`config.mk`:
```
export PLATFORM = sky130hd
export DESIGN_NAME = block_rms_level_meter_core_flat
export DESIGN_NICKNAME = d
export VERILOG_FILES = /design/src/rtl/rlm_pkg.sv /design/src/rtl/rlm_intf.sv /design/src/rtl/block_rms_level_meter_core.sv /design/src/flat_wrapper.sv
export SDC_FILE = /design/constraint.sdc
export NUM_CORES = 1
export LEC_CHECK = 0
export ABC_AREA = 1
export BUFFER_PORTS_ARGS = -buffer_cell sky130_fd_sc_hd__buf_2
export CAP_MARGIN = 30
export CORE_AREA = 5 5 220 222
export CTS_CLUSTER_DIAMETER = 120
export DETAILED_ROUTE_END_ITERATION = 10
export DIE_AREA = 0 0 225 227
export GPL_TIMING_DRIVEN = 0
export PLACE_DENSITY = 0.59
export SLEW_MARGIN = 40
export SYNTH_ARGS = -nofsm -noshare
export SYNTH_HDL_FRONTEND = slang
export SYNTH_SLANG_ARGS = --single-unit
```
`constraint.sdc`:
```
create_clock -name clk_i -period 4.3 [get_ports clk_i]
set_input_delay 0.86 -clock clk_i [delete_from_list [all_inputs] [get_ports clk_i]]
set_output_delay 0.86 -clock clk_i [all_outputs]
set_load 0.01 [all_outputs]
```
`src/rtl/rlm_pkg.sv`:
```
// ----------------------------------------------------------------------------
// rlm_pkg
// Shared widths, constants and state type of the block RMS level meter.
// ----------------------------------------------------------------------------
`default_nettype none

package rlm_pkg;

  localparam int unsigned SampleW       = 8;
  localparam int unsigned RmsW          = 16;
  localparam int unsigned LevelW        = 16;
  localparam int unsigned CountOutW     = 13;
  localparam int unsigned MaxBlockDflt  = 4096;
  localparam int unsigned MsqFracW      = 16;
  localparam int unsigned LevelFracW    = 8;
  localparam int unsigned LevelDiv      = 255;
  localparam int unsigned RootSteps     = 16;
  localparam int unsigned QuoW          = 32;
  localparam int unsigned RootRemW      = 18;

  typedef enum logic [2:0] {
    ST_ACC,
    ST_MSQ,
    ST_ROOT,
    ST_LEVEL,
    ST_DONE
  } rlm_state_e;

endpackage

`default_nettype wire

```
`src/rtl/rlm_intf.sv`:
```
// ----------------------------------------------------------------------------
// rlm_intf
// Valid/ready channels of the level meter: sample words in, result words out.
// ----------------------------------------------------------------------------
`default_nettype none

interface rlm_smp_if import rlm_pkg::*; ();
  logic                      valid;
  logic                      ready;
  logic signed [SampleW-1:0] sample;
  logic                      last;

  modport source (output valid, output sample, output last, input ready);
  modport sink   (input valid, input sample, input last, output ready);
endinterface

interface rlm_res_if import rlm_pkg::*; ();
  logic                 valid;
  logic                 ready;
  logic [RmsW-1:0]      rms_q8;
  logic [LevelW-1:0]    level_q16;
  logic [CountOutW-1:0] sample_count;
  logic                 overflowed;

  modport source (output valid, output rms_q8, output level_q16, output sample_count,
                  output overflowed, input ready);
  modport sink   (input valid, input rms_q8, input level_q16, input sample_count,
                  input overflowed, output ready);
endinterface

`default_nettype wire

```
`src/rtl/block_rms_level_meter_core.sv`:
```
// ----------------------------------------------------------------------------
// block_rms_level_meter_core
// Sum of squares per block, then bit-serial mean square divide, square root
// and level divide, one result word per block.
// ----------------------------------------------------------------------------
//  channel | dir | word                                      | accepted when
//  smp_i   | in  | sample, last                              | valid & ready
//  res_o   | out | rms_q8, level_q16, sample_count, overflowed | valid & ready
//
// A sample word is taken every cycle while a block accumulates.
// After the last word of a block the input stalls through the mean
// square divide, the root steps, the level divide and the result
// load; the shared restoring divider and the root unit set it.
// The result register holds a word until taken; a new block is accepted
// meanwhile and waits in its final cycle only if that word is still there.
// Reset clears the accumulator, the count, the overflow flag and the control.
// ----------------------------------------------------------------------------
`default_nettype none

module block_rms_level_meter_core import rlm_pkg::*; #(
  parameter int unsigned MAX_BLOCK = MaxBlockDflt
) (
  input  wire logic  clk_i,
  input  wire logic  rst_ni,
  rlm_smp_if.sink    smp_i,
  rlm_res_if.source  res_o
);

  localparam int unsigned CW  = $clog2(MAX_BLOCK + 1);
  localparam int unsigned SW  = 14 + CW;
  localparam int unsigned DW  = SW + MsqFracW;
  localparam int unsigned DVW = (CW > 8) ? CW : 8;
  localparam int unsigned STW = $clog2(DW + 1);
  localparam int unsigned LDW = RmsW + LevelFracW;

  rlm_state_e state_q, state_d;

  logic [SW-1:0]       acc_sum_q, acc_sum_d;
  logic [CW-1:0]       acc_cnt_q, acc_cnt_d;
  logic                acc_ovf_q, acc_ovf_d;
  logic [CW-1:0]       blk_cnt_q, blk_cnt_d;
  logic                blk_ovf_q, blk_ovf_d;

  logic [DW-1:0]       dvd_q, dvd_d;
  logic [DVW-1:0]      den_q, den_d;
  logic [DVW:0]        rem_q, rem_d;
  logic [QuoW-1:0]     quo_q, quo_d;
  logic [STW-1:0]      step_q, step_d;
  logic [RootRemW-1:0] rrem_q, rrem_d;
  logic [RmsW-1:0]     root_q, root_d;

  logic                res_valid_q, res_valid_d;
  logic [RmsW-1:0]     res_rms_q, res_rms_d;
  logic [LevelW-1:0]   res_lvl_q, res_lvl_d;
  logic [CW-1:0]       res_cnt_q, res_cnt_d;
  logic                res_ovf_q, res_ovf_d;

  logic                smp_acc;
  logic                step_last;
  logic                slot_free;
  logic signed [2*SampleW-1:0] sq;
  logic [SW-1:0]       nxt_sum;
  logic [CW-1:0]       nxt_cnt;
  logic                nxt_ovf;
  logic [DVW:0]        div_sh;
  logic                div_ge;
  logic [RootRemW+1:0] rt_sh;
  logic [RootRemW+1:0] rt_trial;
  logic                rt_ge;
  logic [CW+CountOutW-1:0] cnt_ext;

  assign smp_acc   = smp_i.valid && smp_i.ready;
  assign step_last = (step_q == STW'(1));
  assign slot_free = !res_valid_q || res_o.ready;

  // Accumulate
  assign sq = smp_i.sample * smp_i.sample;
  always_comb begin
    if (acc_cnt_q < CW'(MAX_BLOCK)) begin
      nxt_sum = acc_sum_q + SW'($unsigned(sq));
      nxt_cnt = acc_cnt_q + CW'(1);
      nxt_ovf = acc_ovf_q;
    end else begin
      nxt_sum = acc_sum_q;
      nxt_cnt = acc_cnt_q;
      nxt_ovf = 1'b1;
    end
  end

  // Restoring divide step, one quotient bit per cycle
  assign div_sh = {rem_q[DVW-1:0], dvd_q[DW-1]};
  assign div_ge = (div_sh >= {1'b0, den_q});

  // Square root step, two radicand bits per cycle
  assign rt_sh    = {rrem_q, quo_q[QuoW-1 -: 2]};
  assign rt_trial = {2'b00, root_q, 2'b01};
  assign rt_ge    = (rt_sh >= rt_trial);

  always_comb begin
    state_d = state_q;
    unique case (state_q)
      ST_ACC: begin
        if (smp_acc && smp_i.last) state_d = ST_MSQ;
      end
      ST_MSQ: begin
        if (step_last) state_d = ST_ROOT;
      end
      ST_ROOT: begin
        if (step_last) state_d = ST_LEVEL;
      end
      ST_LEVEL: begin
        if (step_last) state_d = ST_DONE;
      end
      ST_DONE: begin
        if (slot_free) state_d = ST_ACC;
      end
      default: state_d = ST_ACC;
    endcase
  end

  assign smp_i.ready = (state_q == ST_ACC);

  always_comb begin
    acc_sum_d   = acc_sum_q;
    acc_cnt_d   = acc_cnt_q;
    acc_ovf_d   = acc_ovf_q;
    blk_cnt_d   = blk_cnt_q;
    blk_ovf_d   = blk_ovf_q;
    dvd_d       = dvd_q;
    den_d       = den_q;
    rem_d       = rem_q;
    quo_d       = quo_q;
    step_d      = step_q;
    rrem_d      = rrem_q;
    root_d      = root_q;
    res_valid_d = res_valid_q;
    res_rms_d   = res_rms_q;
    res_lvl_d   = res_lvl_q;
    res_cnt_d   = res_cnt_q;
    res_ovf_d   = res_ovf_q;

    if (res_valid_q && res_o.ready) res_valid_d = 1'b0;

    unique case (state_q)
      ST_ACC: begin
        if (smp_acc) begin
          if (smp_i.last) begin
            acc_sum_d = '0;
            acc_cnt_d = '0;
            acc_ovf_d = 1'b0;
            blk_cnt_d = nxt_cnt;
            blk_ovf_d = nxt_ovf;
            dvd_d     = {nxt_sum, {MsqFracW{1'b0}}};
            den_d     = DVW'(nxt_cnt);
            rem_d     = '0;
            quo_d     = '0;
            step_d    = STW'(DW);
          end else begin
            acc_sum_d = nxt_sum;
            acc_cnt_d = nxt_cnt;
            acc_ovf_d = nxt_ovf;
          end
        end
      end
      ST_MSQ, ST_LEVEL: begin
        rem_d  = div_ge ? (div_sh - {1'b0, den_q}) : div_sh;
        quo_d  = {quo_q[QuoW-2:0], div_ge};
        dvd_d  = dvd_q << 1;
        step_d = step_q - STW'(1);
        if (step_last && (state_q == ST_MSQ)) begin
          rrem_d = '0;
          root_d = '0;
          step_d = STW'(RootSteps);
        end
      end
      ST_ROOT: begin
        rrem_d = rt_ge ? RootRemW'(rt_sh - rt_trial) : RootRemW'(rt_sh);
        root_d = {root_q[RmsW-2:0], rt_ge};
        quo_d  = quo_q << 2;
        step_d = step_q - STW'(1);
        if (step_last) begin
          dvd_d              = '0;
          dvd_d[DW-1 -: LDW] = {root_d, {LevelFracW{1'b0}}};
          den_d              = DVW'(LevelDiv);
          rem_d              = '0;
          quo_d              = '0;
          step_d             = STW'(LDW);
        end
      end
      ST_DONE: begin
        if (slot_free) begin
          res_valid_d = 1'b1;
          res_rms_d   = root_q;
          res_lvl_d   = quo_q[LevelW-1:0];
          res_cnt_d   = blk_cnt_q;
          res_ovf_d   = blk_ovf_q;
        end
      end
      default: ;
    endcase
  end

  always_ff @(posedge clk_i or negedge rst_ni) begin
    if (!rst_ni) begin
      state_q     <= ST_ACC;
      acc_sum_q   <= '0;
      acc_cnt_q   <= '0;
      acc_ovf_q   <= 1'b0;
      res_valid_q <= 1'b0;
    end else begin
      state_q     <= state_d;
      acc_sum_q   <= acc_sum_d;
      acc_cnt_q   <= acc_cnt_d;
      acc_ovf_q   <= acc_ovf_d;
      res_valid_q <= res_valid_d;
    end
  end

  always_ff @(posedge clk_i) begin
    blk_cnt_q <= blk_cnt_d;
    blk_ovf_q <= blk_ovf_d;
    dvd_q     <= dvd_d;
    den_q     <= den_d;
    rem_q     <= rem_d;
    quo_q     <= quo_d;
    step_q    <= step_d;
    rrem_q    <= rrem_d;
    root_q    <= root_d;
    res_rms_q <= res_rms_d;
    res_lvl_q <= res_lvl_d;
    res_cnt_q <= res_cnt_d;
    res_ovf_q <= res_ovf_d;
  end

  assign cnt_ext = (CW + CountOutW)'(res_cnt_q);

  assign res_o.valid        = res_valid_q;
  assign res_o.rms_q8       = res_rms_q;
  assign res_o.level_q16    = res_lvl_q;
  assign res_o.sample_count = cnt_ext[CountOutW-1:0];
  assign res_o.overflowed   = res_ovf_q;

endmodule

`default_nettype wire

```
`src/flat_wrapper.sv`:
```
// flat-port wrapper written by rule: the top's interface ports become plain ports
module block_rms_level_meter_core_flat import rlm_pkg::*;
#(
  parameter int unsigned MAX_BLOCK = MaxBlockDflt
)
  (clk_i, rst_ni, smp_i_valid, smp_i_sample, smp_i_last, smp_i_ready, res_o_valid, res_o_rms_q8, res_o_level_q16, res_o_sample_count, res_o_overflowed, res_o_ready);
  rlm_smp_if smp_i_i ();
  rlm_res_if res_o_i ();
  input  wire logic clk_i;
  input  wire logic rst_ni;
  input wire logic [$bits(smp_i_i.valid)-1:0] smp_i_valid;
  input wire logic [$bits(smp_i_i.sample)-1:0] smp_i_sample;
  input wire logic [$bits(smp_i_i.last)-1:0] smp_i_last;
  output wire logic [$bits(smp_i_i.ready)-1:0] smp_i_ready;
  output wire logic [$bits(res_o_i.valid)-1:0] res_o_valid;
  output wire logic [$bits(res_o_i.rms_q8)-1:0] res_o_rms_q8;
  output wire logic [$bits(res_o_i.level_q16)-1:0] res_o_level_q16;
  output wire logic [$bits(res_o_i.sample_count)-1:0] res_o_sample_count;
  output wire logic [$bits(res_o_i.overflowed)-1:0] res_o_overflowed;
  input wire logic [$bits(res_o_i.ready)-1:0] res_o_ready;
  assign smp_i_i.valid = smp_i_valid;
  assign smp_i_i.sample = smp_i_sample;
  assign smp_i_i.last = smp_i_last;
  assign smp_i_ready = smp_i_i.ready;
  assign res_o_valid = res_o_i.valid;
  assign res_o_rms_q8 = res_o_i.rms_q8;
  assign res_o_level_q16 = res_o_i.level_q16;
  assign res_o_sample_count = res_o_i.sample_count;
  assign res_o_overflowed = res_o_i.overflowed;
  assign res_o_i.ready = res_o_ready;
  block_rms_level_meter_core #(.MAX_BLOCK(MAX_BLOCK)) u_core (.clk_i(clk_i), .rst_ni(rst_ni), .smp_i(smp_i_i), .res_o(res_o_i));
endmodule
```
Word level (Yosys, flattened, before mapping)
Cells that the tools add are included.
{ "word_totals": {"register_bits": 246, "inputBits": 13, "out_inout_bits": 48, "wordCells": 101} }
{ "op_classes": {"addsub": 5, "multipliers": 1, "magnitude_cmp": 3, "n_eq_ne": 13, "n_mux": 42, "reduce_logical": 19} }
{ "op_table": {"columns": ["op", "n"], "rows": [
  ["$mux W43", 3],
  ["$pmux W43 S3", 1],
  ["$mux W13", 9],
  ["$mux W32", 3],
  ["$pmux W32 S3", 1],
  ["$mux W27", 2],
  ["$pmux W13 S3", 1],
  ["$mux W18", 2],
  ["$pmux W18 S2", 1],
  ["$pmux W16 S2", 1],
  ["$add A27 B16 Y27", 1],
  ["$pmux W13 S2", 1],
  ["$mux W6", 4],
  ["$ge A20 B18 Y1", 1],
  ["$pmux W6 S3", 1],
  ["$sub A18 B18 Y18", 1],
  ["$mul A8 B8 Y16", 1],
  ["$mux W16", 1],
  ["$mux W3", 5],
  ["$pmux W3 S5", 1],
  ["$ge A14 B13 Y1", 1],
  ["$add A13 B1 Y13 const B", 1],
  ["$lt A13 B13 Y1 const B", 1],
  ["$sub A13 B13 Y13", 1],
  ["other kinds (19)", 38]
]} }

Longest topological paths before layout
Gate-level depths: netlist of run 1.
{ "logic_depth": {"ltp_word": 6, "ltp_mapped": 34, "depth_no_buf": 33} }

Worst setup path before layout of run 1
OpenSTA, ideal clock, no wires.
{ "synth_timing": {"path_kind": "input -> register", "startpoint": "input port smp_i_sample[7]", "endpoint": "register u_core.dvd_q[34], data pin", "setup_ns": 0.252, "t_arrival_ns": 5.706, "setup_slack_ns": -1.658, "path_stages": 29, "path_cell_list": "clkbuf_1 -> inv_1 -> nor2_1 -> fa_1 -> fa_1 -> fa_1 -> inv_1 -> fa_1 -> inv_1 -> ha_1 -> a21oi_1 -> o21ai_0 -> a21oi_1 -> nor2_1 -> nor2_1 -> xor2_1 -> inv_1 -> ha_1 -> nand2_1 -> nor2_1 -> inv_1 -> nor3_1 -> nand2_1 -> nand2_1 -> nand2_1 -> nand2_1 -> nand2_1 -> nand2_1 -> nand2_1"} }
{ "synth_between": {"elab_chain_cells": 6} }
{ "synth_lines": {"columns": ["item", "line", "source"], "rows": [
  ["start, declared", "flat_wrapper.sv:12", "input wire logic [$bits(smp_i_i.sample)-1:0] smp_i_sample;"],
  ["$mul A8 B8 Y16", "block_rms_level_meter_core.sv:77", "assign sq = smp_i.sample * smp_i.sample;"],
  ["$add A27 B16 Y27", "block_rms_level_meter_core.sv:80", "nxt_sum = acc_sum_q + SW'($unsigned(sq));"],
  ["$mux W27", "block_rms_level_meter_core.sv:79", "if (acc_cnt_q < CW'(MAX_BLOCK)) begin"],
  ["$mux W43", "block_rms_level_meter_core.sv:147", "if (smp_i.last) begin"],
  ["$mux W43", "block_rms_level_meter_core.sv:146", "if (smp_acc) begin"],
  ["$pmux W43 S3", "block_rms_level_meter_core.sv:144", "unique case (state_q)"],
  ["via u_core.dvd_d[34]", "block_rms_level_meter_core.sv:44", "logic [DW-1:0] dvd_q, dvd_d;"],
  ["end signal, assigned", "block_rms_level_meter_core.sv:222", "dvd_q <= dvd_d;"],
  ["end, declared", "block_rms_level_meter_core.sv:44", null]
]} }
The timed path passes the listed nets, and every way through them passes these cells. The select of a mux whose other input is x is not followed.
A chain may end at the register's enable or synchronous reset.

Final worst setup path of run 1
{ "layout_timing": {"startpoint": "input port smp_i_sample[7]", "endpoint": "register u_core.dvd_q[42], data pin"} }
Same word-level chain as after synthesis.

==> results of run 1 <==
-- power groups by stage --
stage | clock (mW) | sequential [mW] | combinational, mW
global route | 2.25 | 3.70 | 10.8
finish | 2.11 | 3.64 | 9.73
detailed placement | 0 | 3.67 | 7.20
floorplan | 0 | 3.58 | 5.53
global placement | 0 | 3.69 | 6.98
CTS | 2.17 | 3.64 | 8.28
-- repair_timing --
item | 4_1_cts | 5_1_grt
buffers inserted | 41 | 18
gates resized for setup | 110 | 144
pin swaps | 65 | 73
endpoints found under the setup margin | 41 | 42
gates cloned | 1 | 0
-- metal layers --
metal | GRT usage, % | up-vias | wire length [um]
li1 | - | 5822 | -
met1 | 17.18 | 5633 | 15780
met2 | 24.42 | 183 | 17980
met3 | 1.264 | 57 | 1069
met4 | 4.027 | 0 | 856
met5 | 0 | - | 0
-- worst max-delay path by stage --
stage | slack (ns) | endpoint | depth (start not counted)
4_1_cts | -0.97 | u_core.dvd_q[37] | 30
2_1_floorplan | -1.10 | u_core.dvd_q[34] | 30
3_3_place_gp | -1.76 | u_core.dvd_q[30] | 35
3_5_place_dp | -1.81 | u_core.dvd_q[42] | 35
5_1_grt | -1.28 | u_core.dvd_q[34] | 32
6_report | -1.01 | u_core.dvd_q[42] | 30
-- registers in the layout, summed over array words and instances, names as in the netlist --
name,cells
u_core.dvd_q,27
u_core.step_q,6
u_core.root_q,16
u_core.res_o.sample_count,13
u_core.res_o.rms_q8,16
u_core.rem_q,13
u_core.res_o.overflowed,1
u_core.quo_q,32
u_core.blk_cnt_q,13
u_core.blk_ovf_q,1
u_core.rrem_q,18
u_core.res_o.level_q16,16
u_core.acc_ovf_q,1
u_core.acc_cnt_q,13
u_core.res_o.valid,1
u_core.den_q,13
u_core.acc_sum_q,27
u_core.state_q,3
-- kinds of logic after synthesis --
| group | Yosys count |
|---|---|
| AND/OR/NAND/NOR | 738 |
| buffers and inverters | 363 |
| flip-flops | 230 |
| AO/OA/AOI/OAI | 209 |
| adder cells (fa/ha/maj) | 121 |
| XOR/XNOR | 50 |
| multiplexers | 2 |
-- worst register-to-register path, stage by stage (launching register included) --
cell and delay (ns):
sky130_fd_sc_hd__dfrtp_1 0.41, sky130_fd_sc_hd__nor2_1 0.08, sky130_fd_sc_hd__nor2_1 0.46, sky130_fd_sc_hd__inv_1 0.19
sky130_fd_sc_hd__buf_2 0.27, sky130_fd_sc_hd__a21oi_4 0.55, sky130_fd_sc_hd__buf_8 0.25
-- Yosys cell counts (all sizes together) --
cell type and number:
buf 15, mux2i 2, dfrtp 45, a31o 1
and3 1, o21a 1, nand3 92, o21bai 9
ha 79, edfxtp 185, xnor2 21, a21oi 63
nand2 458, o211ai 2, nor2 133, a21boi 1
clkbuf 30, inv 318, xor2 29, o21ai 80
nand3b 7, fa 42, a31oi 3, nor3 18
a21o 4, nand4 17, nor4 4, o22ai 43
o221ai 1, or2 8, o32ai 1
-- layout make-up --
class	instances	area [um^2]	share of cell area (%)
Tap cell	607	759.5	4.108
Inverter	318	1221	6.606
Multi-Input combinational cell	1120	7754	41.94
Clock inverter	14	178.9	0.9679
Clock buffer	27	610.6	3.303
Buffer	43	310.3	1.679
Timing Repair Buffer	122	970.9	5.252
Sequential cell	230	6681	36.14
==> metrics.txt, run 1 <==
buffer type at the clock tree root sky130_fd_sc_hd__clkbuf_16; share of synthesized cell area in and, or, nand and nor gates 21.06%; Required @ worst endpoint 4.56 ns; Tightest Pin Transition 0.7406 ns; xor/xnor cell area share of the yosys netlist 2.998%; die footprint 51080 um^2; total vias in the final route 11700; detailed-placement wirelength estimate 26.68 mm; remaining routing DRC violations 0; Post-layout nets 1992; failing checks setup timing; largest net degree at the start of global routing 46; Clk Latency, worst-skew pair 0.51 ns; final std cell area, no fill 18490 um^2; H-tree depth reported by CTS 1; ratio of cells with drive above 1 in the final layout 23.96%; count of clock tree sinks 230; cell accounting for the most synthesized area sky130_fd_sc_hd__edfxtp_1; combinational family with the most area after synthesis simple AND/OR/NAND/NOR gates; leakage component of the power 8.427 nW; most common cell after layout, fill and taps aside sky130_fd_sc_hd__nand2_1; startpoint of the most critical register-to-register path u_core.state_q[1]; total net switching power 6.844 mW; worst setup skew after layout 0.01170 ns; Sw Share 44.25%; sequential power share 23.5%; top-level port count 61; syn_nets 1847; period utilization 123.6%; utilization of the core after routing 40.05%; syn avg cell area 8.527 um^2; cts-stage hold buffer count 0; Yosys warnings 0; sequential share of the synthesized area 45.74%; leftover overflow at the end of global routing 0; Area growth, synth to finish 26.56%; hold_ws 0.3557 ns; family with the most delay on the worst path adder cells; class of the tightest hold or removal check input pin to async pin; placeable core area 46160 um^2; minimum clock period 5.313 ns; share of total power in the clock network 13.6%; final cell count without fillers 2481; Post-Place Worst Slack -1.807 ns; register bit count reported by yosys 230; multiplexer share of the synthesized area 0.1371%; largest voltage drop on the vdd net 0.5399 mV; reg2reg setup slack 1.80 ns; r2r endpoint u_core.dvd_q[17]; share of synthesized cell area in full adder, half adder and majority cells 12.52%; distinct cell type count of the synthesized netlist 43; initial core utilization 31.64%; Mapped Area 14610 um^2; CTS Buffer Depth 3; maximum cell stage delay along the critical path 0.53 ns; register clock-pin slew on the reported worst setup and hold paths 0.07 ns; post-layout total power 15.47 mW; setup TNS after final layout -31.28 ns; Buf+Inv Stages, Crit Path 8; Max-cap violations 0; number of cells after detailed placement 2383; Worst Setup Slack, final -1.013 ns; number of DRC markers in iteration 0 598; routed vias/inst 4.714; origin of the worst setup path smp_i_sample[7]; Setup crit start kind input pin; compound-cell area share of the yosys netlist 7.924%; floorplan row count 79; Final Setup Violations 41; placement-stage cell area 16310 um^2; number of I/O port buffers 58; ranking of synthesized cells by area sky130_fd_sc_hd__edfxtp_1, sky130_fd_sc_hd__nand2_1, sky130_fd_sc_hd__inv_1; clock tree from TritonCTS yes; number of instances in the synthesized netlist 1713; cell internal pwr 8.624 mW; number of antenna-violating nets in the routed design 0; first-pass GRT wire length 57.57 mm; routed length per placed instance 14.39 um; Total Routing Usage GR 13.48%; number of antenna violations at the first check in global routing 0; horizontal die dimension 225 um; fraction of synthesized cell area taken by the top area cell type 38.03%; number of search-and-repair iterations in the first detailed-routing pass 6; final max-slew violation count 0; CP Class input pin to register; Worst Reg-to-Reg Cells 6; critical path data arrival time 5.57 ns; via count of the first global-routing pass 11840; RSZ-0062 raised after global routing true; critical-path maximum fanout 6; Worst setup EP type register; result of the run finished, violations left; Critical Path Slowest Stage Cell sky130_fd_sc_hd__fa_1; Filler cells 4477; fmax 188.2 MHz; commonest non-fill, non-tap cells in the layout sky130_fd_sc_hd__nand2_1, sky130_fd_sc_hd__inv_1, sky130_fd_sc_hd__edfxtp_1, sky130_fd_sc_hd__nor2_1, sky130_fd_sc_hd__nand3_1; Slew headroom 50.17%; antenna cell count 0; Hold Vio Cnt, Final 0; Die Y-Extent 227 um; DRT Wirelength 35.69 mm; RePlAce Congestion 0.8808; power per standard cell area 836.7 nW/um^2; CTS buffer count 23; Logic pwr share 62.9%
No activity file was read; power rests on OpenSTA's default activity.
==> run 2, diff against run 1 <==
CORE_AREA = 2 2 174 176   (was 5 5 220 222)
DIE_AREA = 0 0 176 178   (was 0 0 225 227)
PLACE_DENSITY = 0.78   (was 0.59)
==> metrics.txt, run 2 (synthesis gave the netlist of run 1 again) <==
result of the run finished, violations left; failing checks setup timing; Total Routing Usage GR 22.60% (+9.1 points); most common cell after layout, fill and taps aside sky130_fd_sc_hd__nand2_1; clock tree from TritonCTS yes; DRT Wirelength 36.71 mm (+2.9%); Final Setup Violations 40 (-2.4%); setup TNS after final layout -36.55 ns (-5.267 ns); detailed-placement wirelength estimate 25.67 mm (-3.8%); top-level port count 61 (unchanged); leftover overflow at the end of global routing 0 (unchanged); Worst Setup Slack, final -1.196 ns (-0.1824 ns); number of search-and-repair iterations in the first detailed-routing pass 5 (-1); Slew headroom 50.64% (+0.47 points); power per standard cell area 884.7 nW/um^2 (+5.7%); Clk Latency, worst-skew pair 0.53 ns (+0.02 ns); remaining routing DRC violations 0 (unchanged); max FFs per register 32 (unchanged); routed vias/inst 5.354 (+14%); Required @ worst endpoint 4.59 ns (+0.03 ns); largest net degree at the start of global routing 46 (unchanged); Setup crit start kind input pin; total vias in the final route 12140 (+3.8%); floorplan row count 63 (-20%); family with the most delay on the worst path adder cells; initial core utilization 49.68% (+18 points); antenna cell count 0 (unchanged); worst setup skew after layout 0.02405 ns (+0.01235 ns); Post-layout nets 1993 (+0.050%); number of antenna violations at the first check in global routing 0 (unchanged); routed length per placed instance 16.19 um (+13%); RePlAce Congestion 0.9364 (+6.3%); RSZ-0062 raised after global routing true; minimum clock period 5.496 ns (+0.1824 ns); number of antenna-violating nets in the routed design 0 (unchanged); critical path data arrival time 5.79 ns (+0.22 ns); final max-slew violation count 0 (unchanged); CP Class input pin to register; Critical Path Slowest Stage Cell sky130_fd_sc_hd__fa_1; period utilization 127.8% (+4.2 points); largest registers ranked by flip-flop count u_core.quo_q x32, u_core.acc_sum_q x27, u_core.dvd_q x27; H-tree depth reported by CTS 1 (unchanged); hold_ws 0.3330 ns (-0.02270 ns); fmax 182.0 MHz (-3.3%); critical-path maximum fanout 6 (unchanged); Area growth, synth to finish 24.84%; Buf+Inv Stages, Crit Path 8 (unchanged); CTS buffer count 24 (+4.3%); register clock-pin slew on the reported worst setup and hold paths 0.06 ns (about the same); Worst setup EP type register; ratio of cells with drive above 1 in the final layout 24.24% (+0.28 points); number of I/O port buffers 58 (unchanged); most used cell along the critical path sky130_fd_sc_hd__nand2_1; CTS Buffer Depth 3 (unchanged); die footprint 31330 um^2 (-39%); Tightest Pin Transition 0.7405 ns (-0.0001765 ns); number of DRC markers in iteration 0 909 (+52%); class of the tightest hold or removal check input pin to async pin; via count of the first global-routing pass 11630 (-1.8%); first-pass GRT wire length 57.30 mm (-0.46%); count of clock tree sinks 230 (unchanged); placeable core area 29400 um^2 (-36%); horizontal die dimension 176 um (-22%); Max-cap violations 0 (unchanged); largest voltage drop on the vdd net 0.6912 mV (+28%); buffer type at the clock tree root sky130_fd_sc_hd__clkbuf_16; Die Y-Extent 178 um (-22%); leakage component of the power 8.431 nW (about the same); maximum cell stage delay along the critical path 0.45 ns (-0.08 ns); Hold Vio Cnt, Final 0 (unchanged); utilization of the core after routing 62.02% (+22 points); cts-stage hold buffer count 0 (unchanged); commonest non-fill, non-tap cells in the layout sky130_fd_sc_hd__nand2_1, sky130_fd_sc_hd__inv_1, sky130_fd_sc_hd__edfxtp_1, sky130_fd_sc_hd__nor2_1, sky130_fd_sc_hd__buf_2; register with the most flip-flops u_core.quo_q
run 2: per-layer routing:
layer  vias to the layer above  GRT usage (%)  wire length (um)
met3                        65          2.408              1965
met2                       382          39.94             18430
li1                       5826              -                 -
met5                         -              0                 0
met4                         0          5.544               770
met1                      5864          29.95             15540
run 2: layout make-up:
type | instances | area [um^2]
fillers | 2313 | 11170
multi-input cells | 1120 | 7814
flip-flops and latches | 230 | 6681
inverters | 318 | 1211
repair buffers | 122 | 940.9
clock buffers | 29 | 639.4
well taps | 390 | 488.0
plain buffers | 43 | 309.0
clock inverters | 15 | 151.4
run 2: path summary, 6_finish.rpt:
kind	slack, ns	from	to	cells past startpoint
setup / recovery	-1.20	smp_i_sample[5]	u_core.dvd_q[33]	32
hold / removal	0.33	rst_ni	u_core.acc_sum_q[20]	1
setup reg to reg	1.76	u_core.state_q[1]	u_core.dvd_q[18]	7
hold reg to reg	0.42	u_core.blk_cnt_q[9]	u_core.res_o.sample_count[9]	0
max in group asynchronous	3.51	rst_ni	u_core.acc_cnt_q[5]	1
min in group clk_i	0.42	u_core.blk_cnt_q[9]	u_core.res_o.sample_count[9]	0
run 2: power breakdown:
group / internal [mW] / switching (mW) / leakage (nW)
registers: 3.33 / 0.316 / 2.43
clock network: 1.19 / 0.883 / 0.394
logic: 4.29 / 6.12 / 5.61
total: 8.81 / 7.32 / 8.43
run 2: timing repair:
item / in CTS / in global routing
cloned: 1 / 0
pin swaps: 84 / 118
resized for setup: 115 / 144
endpoints found under the hold margin: 0 / 0
endpoints found under the setup margin: 40 / 43
buffers inserted: 40 / 20
run 2: through the flow:
stage | cells | cell area (um^2) | power (mW) | worst slack, ns
6_report | 2267 | 18240 | 16.13 | -1.196
5_1_grt | 2267 | 18240 | 17.22 | -1.336
4_1_cts | 2250 | 17540 | 14.37 | -1.026
3_5_place_dp | 2166 | 16010 | 10.82 | -1.804
3_3_place_gp | 2161 | 15870 | 10.55 | -1.727
2_1_floorplan | 1713 | 15090 | 9.106 | -1.104
